**config.mk**
```make
export PLATFORM = sky130hd
export DESIGN_NAME = satc_way_sel
export DESIGN_NICKNAME = d
export VERILOG_FILES = /design/src/rtl/assert_macros.svh /design/src/rtl/satc_pkg.sv /design/src/rtl/satc_way_sel.sv
export SDC_FILE = /design/constraint.sdc
export NUM_CORES = 1
export LEC_CHECK = 0
export BUFFER_PORTS_ARGS = -buffer_cell sky130_fd_sc_hd__buf_2
export CORE_AREA = 2 2 115 117
export DETAILED_ROUTE_END_ITERATION = 8
export DIE_AREA = 0 0 117 119
export PLACE_DENSITY = 0.69
export SLEW_MARGIN = 15
export SYNTH_ARGS = -nofsm -noshare
export SYNTH_HDL_FRONTEND = slang
export SYNTH_SLANG_ARGS = --single-unit
export TNS_END_PERCENT = 30
```
**constraint.sdc**
```tcl
create_clock -name vclk -period 6.5
set_clock_uncertainty 0.05 [all_clocks]
set_input_delay 1.3 -clock vclk [all_inputs]
set_output_delay 1.3 -clock vclk [all_outputs]
set_load 0.05 [all_outputs]
```
**src/rtl/assert_macros.svh**
```systemverilog
// assertion macros used by the tag controller rtl
`ifndef ASSERT_MACROS_SVH
`define ASSERT_MACROS_SVH

// property checked at every rising clock edge outside reset
`define SATC_ASSERT(lbl, clk, rstn, prop, msg) \
  lbl: assert property (@(posedge clk) disable iff (!rstn) (prop)) else $error(msg);

// condition that must never be seen outside reset
`define SATC_NEVER(lbl, clk, rstn, cond, msg) \
  lbl: assert property (@(posedge clk) disable iff (!rstn) !(cond)) else $error(msg);

`endif

```
**src/rtl/satc_pkg.sv**
```systemverilog
// types, constants and helpers of the set-associative tag controller
`default_nettype none
package satc_pkg;

  localparam int unsigned ADDR_W   = 40;
  localparam int unsigned WORD_LSB = 2;
  localparam int unsigned WORD_W   = 4;
  localparam int unsigned SET_LSB  = 6;
  localparam int unsigned SET_W    = 6;
  localparam int unsigned TAG_LSB  = 12;
  localparam int unsigned TAG_W    = 28;
  localparam int unsigned NUM_SETS = 1 << SET_W;
  localparam int unsigned WAY_W    = 3;
  localparam int unsigned NUM_WAYS = 1 << WAY_W;
  localparam int unsigned LFSR_W   = 16;
  localparam int unsigned CNT_W    = 32;

  localparam logic [LFSR_W-1:0] SEED_RESET = 16'hACE1;
  localparam logic [LFSR_W-1:0] SEED_ZERO_SUBST = 16'h0001;

  typedef logic [SET_W-1:0]  set_t;
  typedef logic [TAG_W-1:0]  tag_t;
  typedef logic [WAY_W-1:0]  way_t;
  typedef logic [LFSR_W-1:0] lfsr_t;

  // one set: valid bits and tags of all ways
  typedef struct packed {
    logic [NUM_WAYS-1:0]            valid;
    logic [NUM_WAYS-1:0][TAG_W-1:0] tag;
  } row_t;

  // lookup decision for one access
  typedef struct packed {
    logic  hit;
    logic  evict;
    way_t  way;
    lfsr_t lfsr;
  } lookup_t;

  // fibonacci lfsr x^16+x^14+x^13+x^11+1, shifting right
  function automatic lfsr_t lfsr_next(lfsr_t v);
    logic fb;
    fb = v[0] ^ v[2] ^ v[3] ^ v[5];
    return {fb, v[LFSR_W-1:1]};
  endfunction

endpackage
`default_nettype wire

```
**src/rtl/satc_way_sel.sv**
```systemverilog
// tag compare, lowest free way search and random victim pick for one set
`default_nettype none
module satc_way_sel (
  input  wire satc_pkg::row_t  row_i,
  input  wire satc_pkg::tag_t  tag_i,
  input  wire satc_pkg::lfsr_t lfsr_i,
  output satc_pkg::lookup_t    lookup_o
);
  import satc_pkg::*;

  logic [NUM_WAYS-1:0] match;
  logic                any_free;
  way_t                hit_way;
  way_t                free_way;
  lfsr_t               lfsr_adv;

  always_comb begin
    hit_way  = '0;
    free_way = '0;
    any_free = 1'b0;
    for (int w = NUM_WAYS - 1; w >= 0; w--) begin
      match[w] = row_i.valid[w] && (row_i.tag[w] == tag_i);
      if (match[w]) begin
        hit_way = way_t'(w);
      end
      if (!row_i.valid[w]) begin
        free_way = way_t'(w);
        any_free = 1'b1;
      end
    end
  end

  assign lfsr_adv = lfsr_next(lfsr_i);

  always_comb begin
    lookup_o.hit   = |match;
    lookup_o.evict = !(|match) && !any_free;
    lookup_o.lfsr  = lfsr_adv;
    if (|match) begin
      lookup_o.way = hit_way;
    end else if (any_free) begin
      lookup_o.way = free_way;
    end else begin
      lookup_o.way = lfsr_adv[WAY_W-1:0];
    end
  end

endmodule
`default_nettype wire

```
Word level (Yosys, flattened, before mapping)
Index checks and enable logic that the tools add are counted.
{ "word_totals": {"regBits": 0, "inputBits": 276, "out_inout_bits": 21} }
{ "classes": {"eq_ne": 8, "muxes": 26, "bitwise_logic": 3, "reduce_logical": 12} }
{ "op_table": {"columns": ["op", "count"], "rows": [
  ["$eq A28 B28 Y1", 8],
  ["$mux W3", 18],
  ["$logic_and A1 B1 Y1", 9],
  ["$mux W1", 8],
  ["$reduce_or A8 Y1", 1],
  ["$xor A1 B1 Y1", 3],
  ["$logic_not A1 Y1", 2]
]} }

Depth between registers and ports, before layout
Gate-level depths: netlist of run 1.
{ "depth": {"ltp_word": 11, "mapped_depth": 8, "ltp_nobuf": 7} }

Least setup slack after synthesis of run 1
Ideal clock, no wire load.
{ "synth_timing": {"path_kind": "input -> output", "from": "in tag_i[25]", "to": "out lookup_o[19] (netlist bit)", "t_arrival_ps": 3660, "required_ps": 5150, "path_slack_ps": 1490, "path_stages": 8, "path_buffers": 1, "cell_sequence": "clkbuf_1 xor2_1 nand2b_1 nor3_1 nand4_1 nand4_1 or2_4 nor3_1"} }
{ "synth_rtl": {"columns": ["element", "line_no", "source"], "rows": [
  ["start, declared", "satc_way_sel.sv:5", "input wire satc_pkg::tag_t tag_i,"],
  ["end, declared", "satc_way_sel.sv:7", "output satc_pkg::lookup_t lookup_o"]
]} }

==> flow_metrics.env, run 1 <==
export IMPL_status="finished, final reports clean"
export IMPL_required_ns=5.15
export IMPL_seqCellArea_um2=0
export IMPL_layout_drive_gt1_share_pct=40.7
export IMPL_pin_count=297
export IMPL_rsz0062_at_grt="false"
export IMPL_synth_area_leaders="xnor2_1, xor2_1, nand4_1"
export IMPL_leakage_uw=0.00198
export IMPL_grt_pass1_wl_um=26200
export IMPL_worst_slew_pin_slew_ns=0.724
export IMPL_rows=42
export IMPL_max_freq_mhz=200
export IMPL_p_int_uw=160
export IMPL_synth_cell_types=39
export IMPL_fin_crit_sh_pct=77.1
export IMPL_drt_iter0_markers=327
export IMPL_post_drt_wl_per_cell_um=21.5
export IMPL_remaining_drc_errors=0
export IMPL_cts_setup_buffers=0
export IMPL_path_class="primary input to output port"
export IMPL_whs_ns=2.55
export IMPL_drt_total_wl_um=19000
export IMPL_die_area_um2=13900
export IMPL_core_um2=12900
export IMPL_final_common_cell="buf_2"
export IMPL_initial_utilization_pct=27.2
export IMPL_ys_seq_area_share_pct=0
export IMPL_yosysWarningCount=0
export IMPL_grt_pass1_vias=4647
export IMPL_dieHeight_um=119
export IMPL_start_kind="primary input"
export IMPL_hold_path_class="primary input to output port"
export IMPL_grt_max_degree=10
export IMPL_fill_cells=1456
export IMPL_final_cell_mix="buf_2, xnor2_1, nand4_1, xor2_1, nor4_1"
export IMPL_synth_top_area_share_pct=40.9
export IMPL_viasPerCell=5.12
export IMPL_ant_nets=0
export IMPL_clock_power_share_pct=0
export IMPL_die_x_um=117
export IMPL_synth_avg_cell_area_um2=7.45
export IMPL_cp_arrival_ns=3.66
export IMPL_clock_buffers=0
export IMPL_fin_crit_ns=5.01
export IMPL_syn_area_um2=3510
export IMPL_critPathMaxFanout=8
export IMPL_utilization_pct=37.6
export IMPL_hold_viol=0
export IMPL_antenna_found_initial=3
export IMPL_syn_nets=747
export IMPL_p_seq_share_pct=0
export IMPL_grt_usage_pct=25.8
export IMPL_cp_end_kind="output port"
export IMPL_io_buffers=275
export IMPL_dr_pass1_iters=4
export IMPL_vdd_drop_max_v=0.0000344
export IMPL_gp_congestion=0.905
export IMPL_cts_hold_buf=0
export IMPL_switching_share_pct=55.8
export IMPL_n_sequential_cell=0
export IMPL_setup_viol=0
export IMPL_grt_ovfl_total=0
export IMPL_cap_violations=0
export IMPL_nets=981
export IMPL_syn_inst=471
export IMPL_syn2layout_area_growth_pct=38.1
export IMPL_powerDensity_nw_per_um2=74.8
export IMPL_pwr_share_comb_pct=100.0
export IMPL_setup_tns_ns=0
export IMPL_drv_slew=0
export IMPL_yosys_area_top_type="xnor2_1"
export IMPL_vias=4516
export IMPL_cts_resized_gates=0
export IMPL_netSwitchingPower_uw=202
export IMPL_slew_headroom_pct=51.3
export IMPL_hpwl_um=15800
==> final cells by class <==
type	count	area, um2	share of cell area [%]
inverters	3	11.3	0.232
diodes	3	7.51	0.155
repair buffers	275	1380	28.4
well taps	176	220	4.55
multi-input cells	425	3230	66.6
==> metal layers <==
layer	wire length (um)	vias up	GRT usage, %
li1	-	2138	-
met1	7600	2084	31.8
met2	9060	268	45.5
met3	1930	26	5.90
met4	363	0	4.78
met5	0	-	0
==> power groups by stage <==
stage               logic [uW]  registers (uW)  clock network (uW)
floorplan                  231               0                   0
global placement           358               0                   0
detailed placement         360               0                   0
CTS                        362               0                   0
global route               390               0           0.0000412
finish                     362               0           0.0000618
==> kinds of logic (layout without fill, tap and decap cells) <==
family	after synthesis	in the layout	share of synthesized area, %
AND/OR/NAND/NOR	183	183	31.9
AO/OA/AOI/OAI	13	13	2.92
XOR/XNOR	229	229	57.2
other	0	3	0
buffers and inverters	46	278	7.99
==> cell usage after synthesis (2+ instances only) <==
cell	n
buf_6	4
xor2_1	65
buf_4	16
nand4_1	78
or4_4	2
nor2_1	9
nand2_1	21
nor3_1	7
clkbuf_1	9
o21ai_0	3
buf_2	14
nand3_1	9
nor4_1	31
nand2b_1	4
nor3b_1	3
xnor2_1	164
inv_1	3
or4_1	4
nor4b_1	2
nor4_4	2
or2_1	3
==> worst paths after layout <==
check	start	slack [ns]	depth (start not counted)	to
max	tag_i[20]	1.49	9	lookup_o[16]
min	lfsr_i[12]	2.55	0	lookup_o[11]
==> critical path, stage by stage <==
cell	delay [ns]
buf_2	0.37
xor2_1	0.16
or4_4	0.51
nor4_4	0.28
o211ai_2	0.12
a221oi_1	0.39
o221ai_2	0.19
o21ai_2	0.08
buf_2	0.27
==> through the flow <==
step,setup slack [ns],area (um2),power [uW],cells
2_1_floorplan,1.49,3510,231,471
3_3_place_gp,1.46,4840,358,879
3_5_place_dp,1.43,4840,360,879
4_1_cts,1.43,4840,362,879
5_1_grt,1.34,4840,390,881
6_report,1.49,4840,362,882
No activity file was read; power rests on OpenSTA's default activity.
==> run 2, diff against run 1 <==
Settings changed: CORE_AREA 2 2 115 117 to 2 2 116 118, DIE_AREA 0 0 117 119 to 0 0 118 120, PLACE_DENSITY 0.69 to 0.71.
Clock period 6.5 ns to 4 ns, I/O delays scaled along.
==> run 2 against run 1 <==
- critical path depth stayed put
- wire length is 1.1% higher
- first-iteration DRC count is 22% lower
- sequential share of layout area stayed put
- design area is 5.6% higher
- die area is 1.7% higher
- combinational power is 68% higher
- cell count is 3.6% higher
- hold slack worse by 1.0 ns
- utilization is 1.8 points higher
- power is 68% higher
- global-route usage is 0.20 points higher
==> flow_metrics.env, run 2 (synthesized netlist as in run 1, its figures left out) <==
export IMPL_clock_buffers=0
export IMPL_powerDensity_nw_per_um2=119
export IMPL_nets=1016
export IMPL_slowest_delay_ns=0.50
export IMPL_grt_pass1_wl_um=27600
export IMPL_hold_path_end="lookup_o[8]"
export IMPL_cap_violations=0
export IMPL_antenna_found_initial=1
export IMPL_dr_pass1_iters=5
export IMPL_seqCellArea_um2=0
export IMPL_start_kind="primary input"
export IMPL_min_path_cells=0
export IMPL_hpwl_um=16700
export IMPL_worst_slew_pin_slew_ns=0.475
export IMPL_initial_utilization_pct=27.0
export IMPL_min_from="lfsr_i[9]"
export IMPL_remaining_drc_errors=0
export IMPL_critPathMostFrequentCell="buf_2"
export IMPL_ant_nets=0
export IMPL_path_buf_inv=2
export IMPL_n_sequential_cell=0
export IMPL_status="finished, final reports clean"
export IMPL_drt_iter0_markers=255
export IMPL_top_layer="met5"
export IMPL_rsz0062_at_grt="false"
export IMPL_grt_usage_pct=26.0
export IMPL_die_x_um=118
export IMPL_hold_path_class="primary input to output port"
export IMPL_utilization_pct=39.4
export IMPL_core_um2=13000
export IMPL_syn2layout_area_growth_pct=45.8
export IMPL_met1_length_um=7600
export IMPL_path_class="primary input to output port"
export IMPL_setup_viol=0
export IMPL_fin_crit_sh_pct=96.4
export IMPL_critPathMaxFanout=7
export IMPL_cp_end_kind="output port"
export IMPL_n_antenna_cell=0
export IMPL_max_freq_mhz=259
export IMPL_pre_cts_ws_ns=0.128
export IMPL_io_buffers=275
export IMPL_wl_met3_um=2020
export IMPL_post_drt_wl_per_cell_um=21.0
export IMPL_grt_max_degree=9
export IMPL_fill_cells=1424
export IMPL_gp_congestion=0.935
export IMPL_final_cell_mix="buf_2, xnor2_1, nand4_1, xor2_1, buf_4"
export IMPL_drv_slew=0
export IMPL_fin_crit_ns=3.86
export IMPL_viasPerCell=5.11
export IMPL_cts_hold_buf=0
export IMPL_dieHeight_um=120
export IMPL_required_ns=3.15
export IMPL_final_common_cell="buf_2"
export IMPL_critPathSlowestCell="or4_4"
export IMPL_grt_pass1_vias=4845
export IMPL_pin_count=297
export IMPL_setup_tns_ns=0
export IMPL_worstPathCellList="buf_2 -> xor2_1 -> or4_1 -> or4_4 -> or2_0 -> nand4_1 -> o221ai_2 -> o21ai_2 -> buf_2"
export IMPL_setup_ws_ns=0.145
export IMPL_hold_viol=0
export IMPL_wl_met2_um=8900
export IMPL_grt_ovfl_total=0
export IMPL_drt_total_wl_um=19200
export IMPL_vias=4674
export IMPL_layout_drive_gt1_share_pct=43.6
export IMPL_cp_arrival_ns=3.01
export IMPL_die_area_um2=14200
export IMPL_cp_top_family="simple AND/OR/NAND/NOR gates"
export IMPL_vdd_drop_max_v=0.0000630
export IMPL_leakage_uw=0.00215
export IMPL_slew_headroom_pct=68.1
export IMPL_cts_resized_gates=0
export IMPL_rows=42
export IMPL_cts_setup_buffers=0
==> run 2: worst max-delay path by stage <==
stage	endpoint	start	cells after the start	slack [ns]
after CTS	lookup_o[16]	tag_i[21]	9	0.12
final	lookup_o[16]	tag_i[21]	9	0.14
after floorplan	lookup_o[17]	tag_i[1]	8	0.37
after detailed placement	lookup_o[16]	tag_i[21]	9	0.13
after global placement	lookup_o[16]	tag_i[12]	11	0.12
after global routing	lookup_o[16]	tag_i[21]	9	0.03
==> run 2: metal layers <==
metal / GRT usage, % / up-vias
met5: 0 / -
met4: 6.63 / 2
met3: 6.08 / 47
met2: 45.0 / 308
met1: 32.3 / 2115
li1: - / 2202
==> run 2: cell type report <==
class | count | area, um2 | share of cell area, %
repair buffers | 310 | 1650 | 32.3
multi-input cells | 425 | 3230 | 63.2
well taps | 176 | 220 | 4.30
inverters | 3 | 11.3 | 0.220
==> run 2: through the flow <==
step	cell area (um2)	hold slack (ns)	cells	total power (uW)
final	5120	1.55	914	609
after global routing	5120	1.55	914	658
after CTS	5120	1.55	914	609
after detailed placement	5120	1.55	914	606
after global placement	5120	1.55	914	604
after floorplan	3510	1.72	471	375
==> run 2: power breakdown <==
part / internal [uW] / switching, uW
clock network: 0 / 0
registers: 0 / 0
logic: 279 / 331
==> run 3, diff against run 2 <==
Settings changed: CELL_PAD_IN_SITES_DETAIL_PLACEMENT set to 1, CELL_PAD_IN_SITES_GLOBAL_PLACEMENT set to 1, CORE_AREA 2 2 116 118 to not set, CORE_UTILIZATION set to 24, DIE_AREA 0 0 118 120 to not set, PLACE_DENSITY 0.71 to 0.89.
==> run 3 against run 2 <==
- combinational power is 4.1% higher
- clock-buffer cell count did not move
- setup slack got worse by 0.077 ns
- cell count increased by 0.44%
- critical endpoint unchanged
- hold slack is essentially flat
- wire length grew 13%
- die area rose by 6.7%
- utilization down 2.8 points
- flip-flop and latch count unchanged
- fmax fell by 2.0%
==> flow_metrics.env, run 3 (synthesized netlist as in run 1, its figures left out) <==
export IMPL_start_kind="primary input"
export IMPL_remaining_drc_errors=0
export IMPL_grt_max_degree=9
export IMPL_die_x_um=123
export IMPL_pre_cts_ws_ns=0.0890
export IMPL_setup_viol=0
export IMPL_io_buffers=275
export IMPL_nets=1015
export IMPL_p_int_uw=283
export IMPL_fin_crit_sh_pct=98.3
export IMPL_grt_pass1_wl_um=30000
export IMPL_critPathCapture="lookup_o[16]"
export IMPL_rsz0062_at_grt="false"
export IMPL_setup_tns_ns=0
export IMPL_max_freq_mhz=254
export IMPL_setup_ws_ns=0.0682
export IMPL_slew_headroom_pct=64.4
export IMPL_vias=4753
export IMPL_drt_iter0_markers=321
export IMPL_drt_total_wl_um=21700
export IMPL_grt_pass1_vias=5147
export IMPL_hold_viol=0
export IMPL_path_class="primary input to output port"
export IMPL_gp_congestion=0.897
export IMPL_leakage_uw=0.00216
export IMPL_fin_crit_ns=3.93
export IMPL_worstPathCellList="buf_2 -> xor2_1 -> or4_1 -> or4_4 -> or2_0 -> nand4_1 -> o221ai_2 -> o21ai_2 -> buf_2"
export IMPL_hpwl_um=18800
export IMPL_utilization_pct=36.6
export IMPL_status="finished, final reports clean"
export IMPL_cts_setup_buffers=0
export IMPL_die_area_um2=15100
export IMPL_post_drt_wl_per_cell_um=23.6
export IMPL_clock_buffers=0
export IMPL_dr_pass1_iters=5
export IMPL_final_common_cell="buf_2"
export IMPL_drv_slew=0
export IMPL_cp_startpoint="tag_i[24]"
export IMPL_p_seq_share_pct=0
export IMPL_dieHeight_um=123
export IMPL_clock_power_share_pct=0
export IMPL_cap_violations=0
export IMPL_ant_nets=0
export IMPL_switching_share_pct=55.3
export IMPL_cp_end_kind="output port"
export IMPL_powerDensity_nw_per_um2=123
export IMPL_final_cell_mix="buf_2, xnor2_1, nand4_1, xor2_1, buf_4"
export IMPL_critPathSlowestCell="or4_1"
export IMPL_hold_path_class="primary input to output port"
export IMPL_seqCellArea_um2=0
export IMPL_vdd_drop_max_v=0.0000591
export IMPL_netSwitchingPower_uw=351
export IMPL_viasPerCell=5.18
export IMPL_critPathMostFrequentCell="buf_2"
export IMPL_cp_arrival_ns=3.08
export IMPL_required_ns=3.15
export IMPL_syn2layout_area_growth_pct=46.9
export IMPL_pin_count=297
export IMPL_grt_ovfl_total=0
export IMPL_antenna_found_initial=1
export IMPL_layout_drive_gt1_share_pct=43.8
export IMPL_worst_slew_pin_slew_ns=0.526
export IMPL_n_sequential_cell=0
export IMPL_grt_usage_pct=27.8
export IMPL_initial_utilization_pct=24.9
export IMPL_pwr_share_comb_pct=100.0
export IMPL_rows=43
export IMPL_slowest_delay_ns=0.54
export IMPL_critPathMaxFanout=5
export IMPL_core_um2=14100
==> run 3: cell types whose count changed in the layout (fill, tap and decap cells not counted), sizes merged <==
cell   change
buf        -1
diode      +1
==> run 3: power groups by stage <==
| stage | registers, uW | clock network, uW | logic [uW] |
|---|---|---|---|
| after CTS | 0 | 0 | 630 |
| after global routing | 0 | 0.0000334 | 681 |
| final | 0 | 0.0000334 | 634 |
| after detailed placement | 0 | 0 | 627 |
| after floorplan | 0 | 0 | 375 |
| after global placement | 0 | 0 | 612 |
==> run 3: worst min-delay path by stage <==
stage / startpoint / end / slack [ns] / cells after the start
finish: lfsr_i[12] / lookup_o[11] / 1.55 / 0
global route: lfsr_i[7] / lookup_o[6] / 1.55 / 0
CTS: lfsr_i[11] / lookup_o[10] / 1.55 / 0
detailed placement: lfsr_i[11] / lookup_o[10] / 1.55 / 0
global placement: lfsr_i[11] / lookup_o[10] / 1.55 / 0
floorplan: lfsr_i[1] / lookup_o[0] / 1.72 / 1
==> run 3: timing repair <==
| action | 4_1_cts | 5_1_grt |
|---|---|---|
| hold buffers | 0 | 0 |
| gates resized for setup | 0 | 3 |
| setup endpoints to repair | 0 | 1 |
==> run 3: per-stage QoR <==
stage | cell area [um2] | cells | hold WS, ns | power, uW
after global placement | 5140 | 917 | 1.55 | 612
after floorplan | 3510 | 471 | 1.72 | 375
after global routing | 5150 | 918 | 1.55 | 681
after CTS | 5140 | 917 | 1.55 | 630
final | 5150 | 918 | 1.55 | 634
after detailed placement | 5140 | 917 | 1.55 | 627
==> run 3: layout make-up <==
| cell class | count | area [um2] |
|---|---|---|
| multi-input combinational | 425 | 3250 |
| timing repair buffer | 309 | 1670 |
| inverter | 3 | 11.3 |
| fill | 1851 | 8940 |
| antenna | 1 | 2.50 |
| tap | 180 | 225 |
==> run 3: routing by layer <==
metal  share of wire, %  track usage (%)  up-vias
met5                  0                0        -
met4                3.9             9.15        0
met3                9.9             5.81       59
met2                 48             48.9      311
met1                 39             33.4     2191
li1                   -                -     2192
==> run 3: critical path, delay by kind of cell <==
kind                      cells  cell delay, ns
and+or+nand+nor               4            1.38
xor gates and xnor gates      1            0.20
buffers and inverters         2            0.45
AOI/OAI and AO/OA             2            0.24
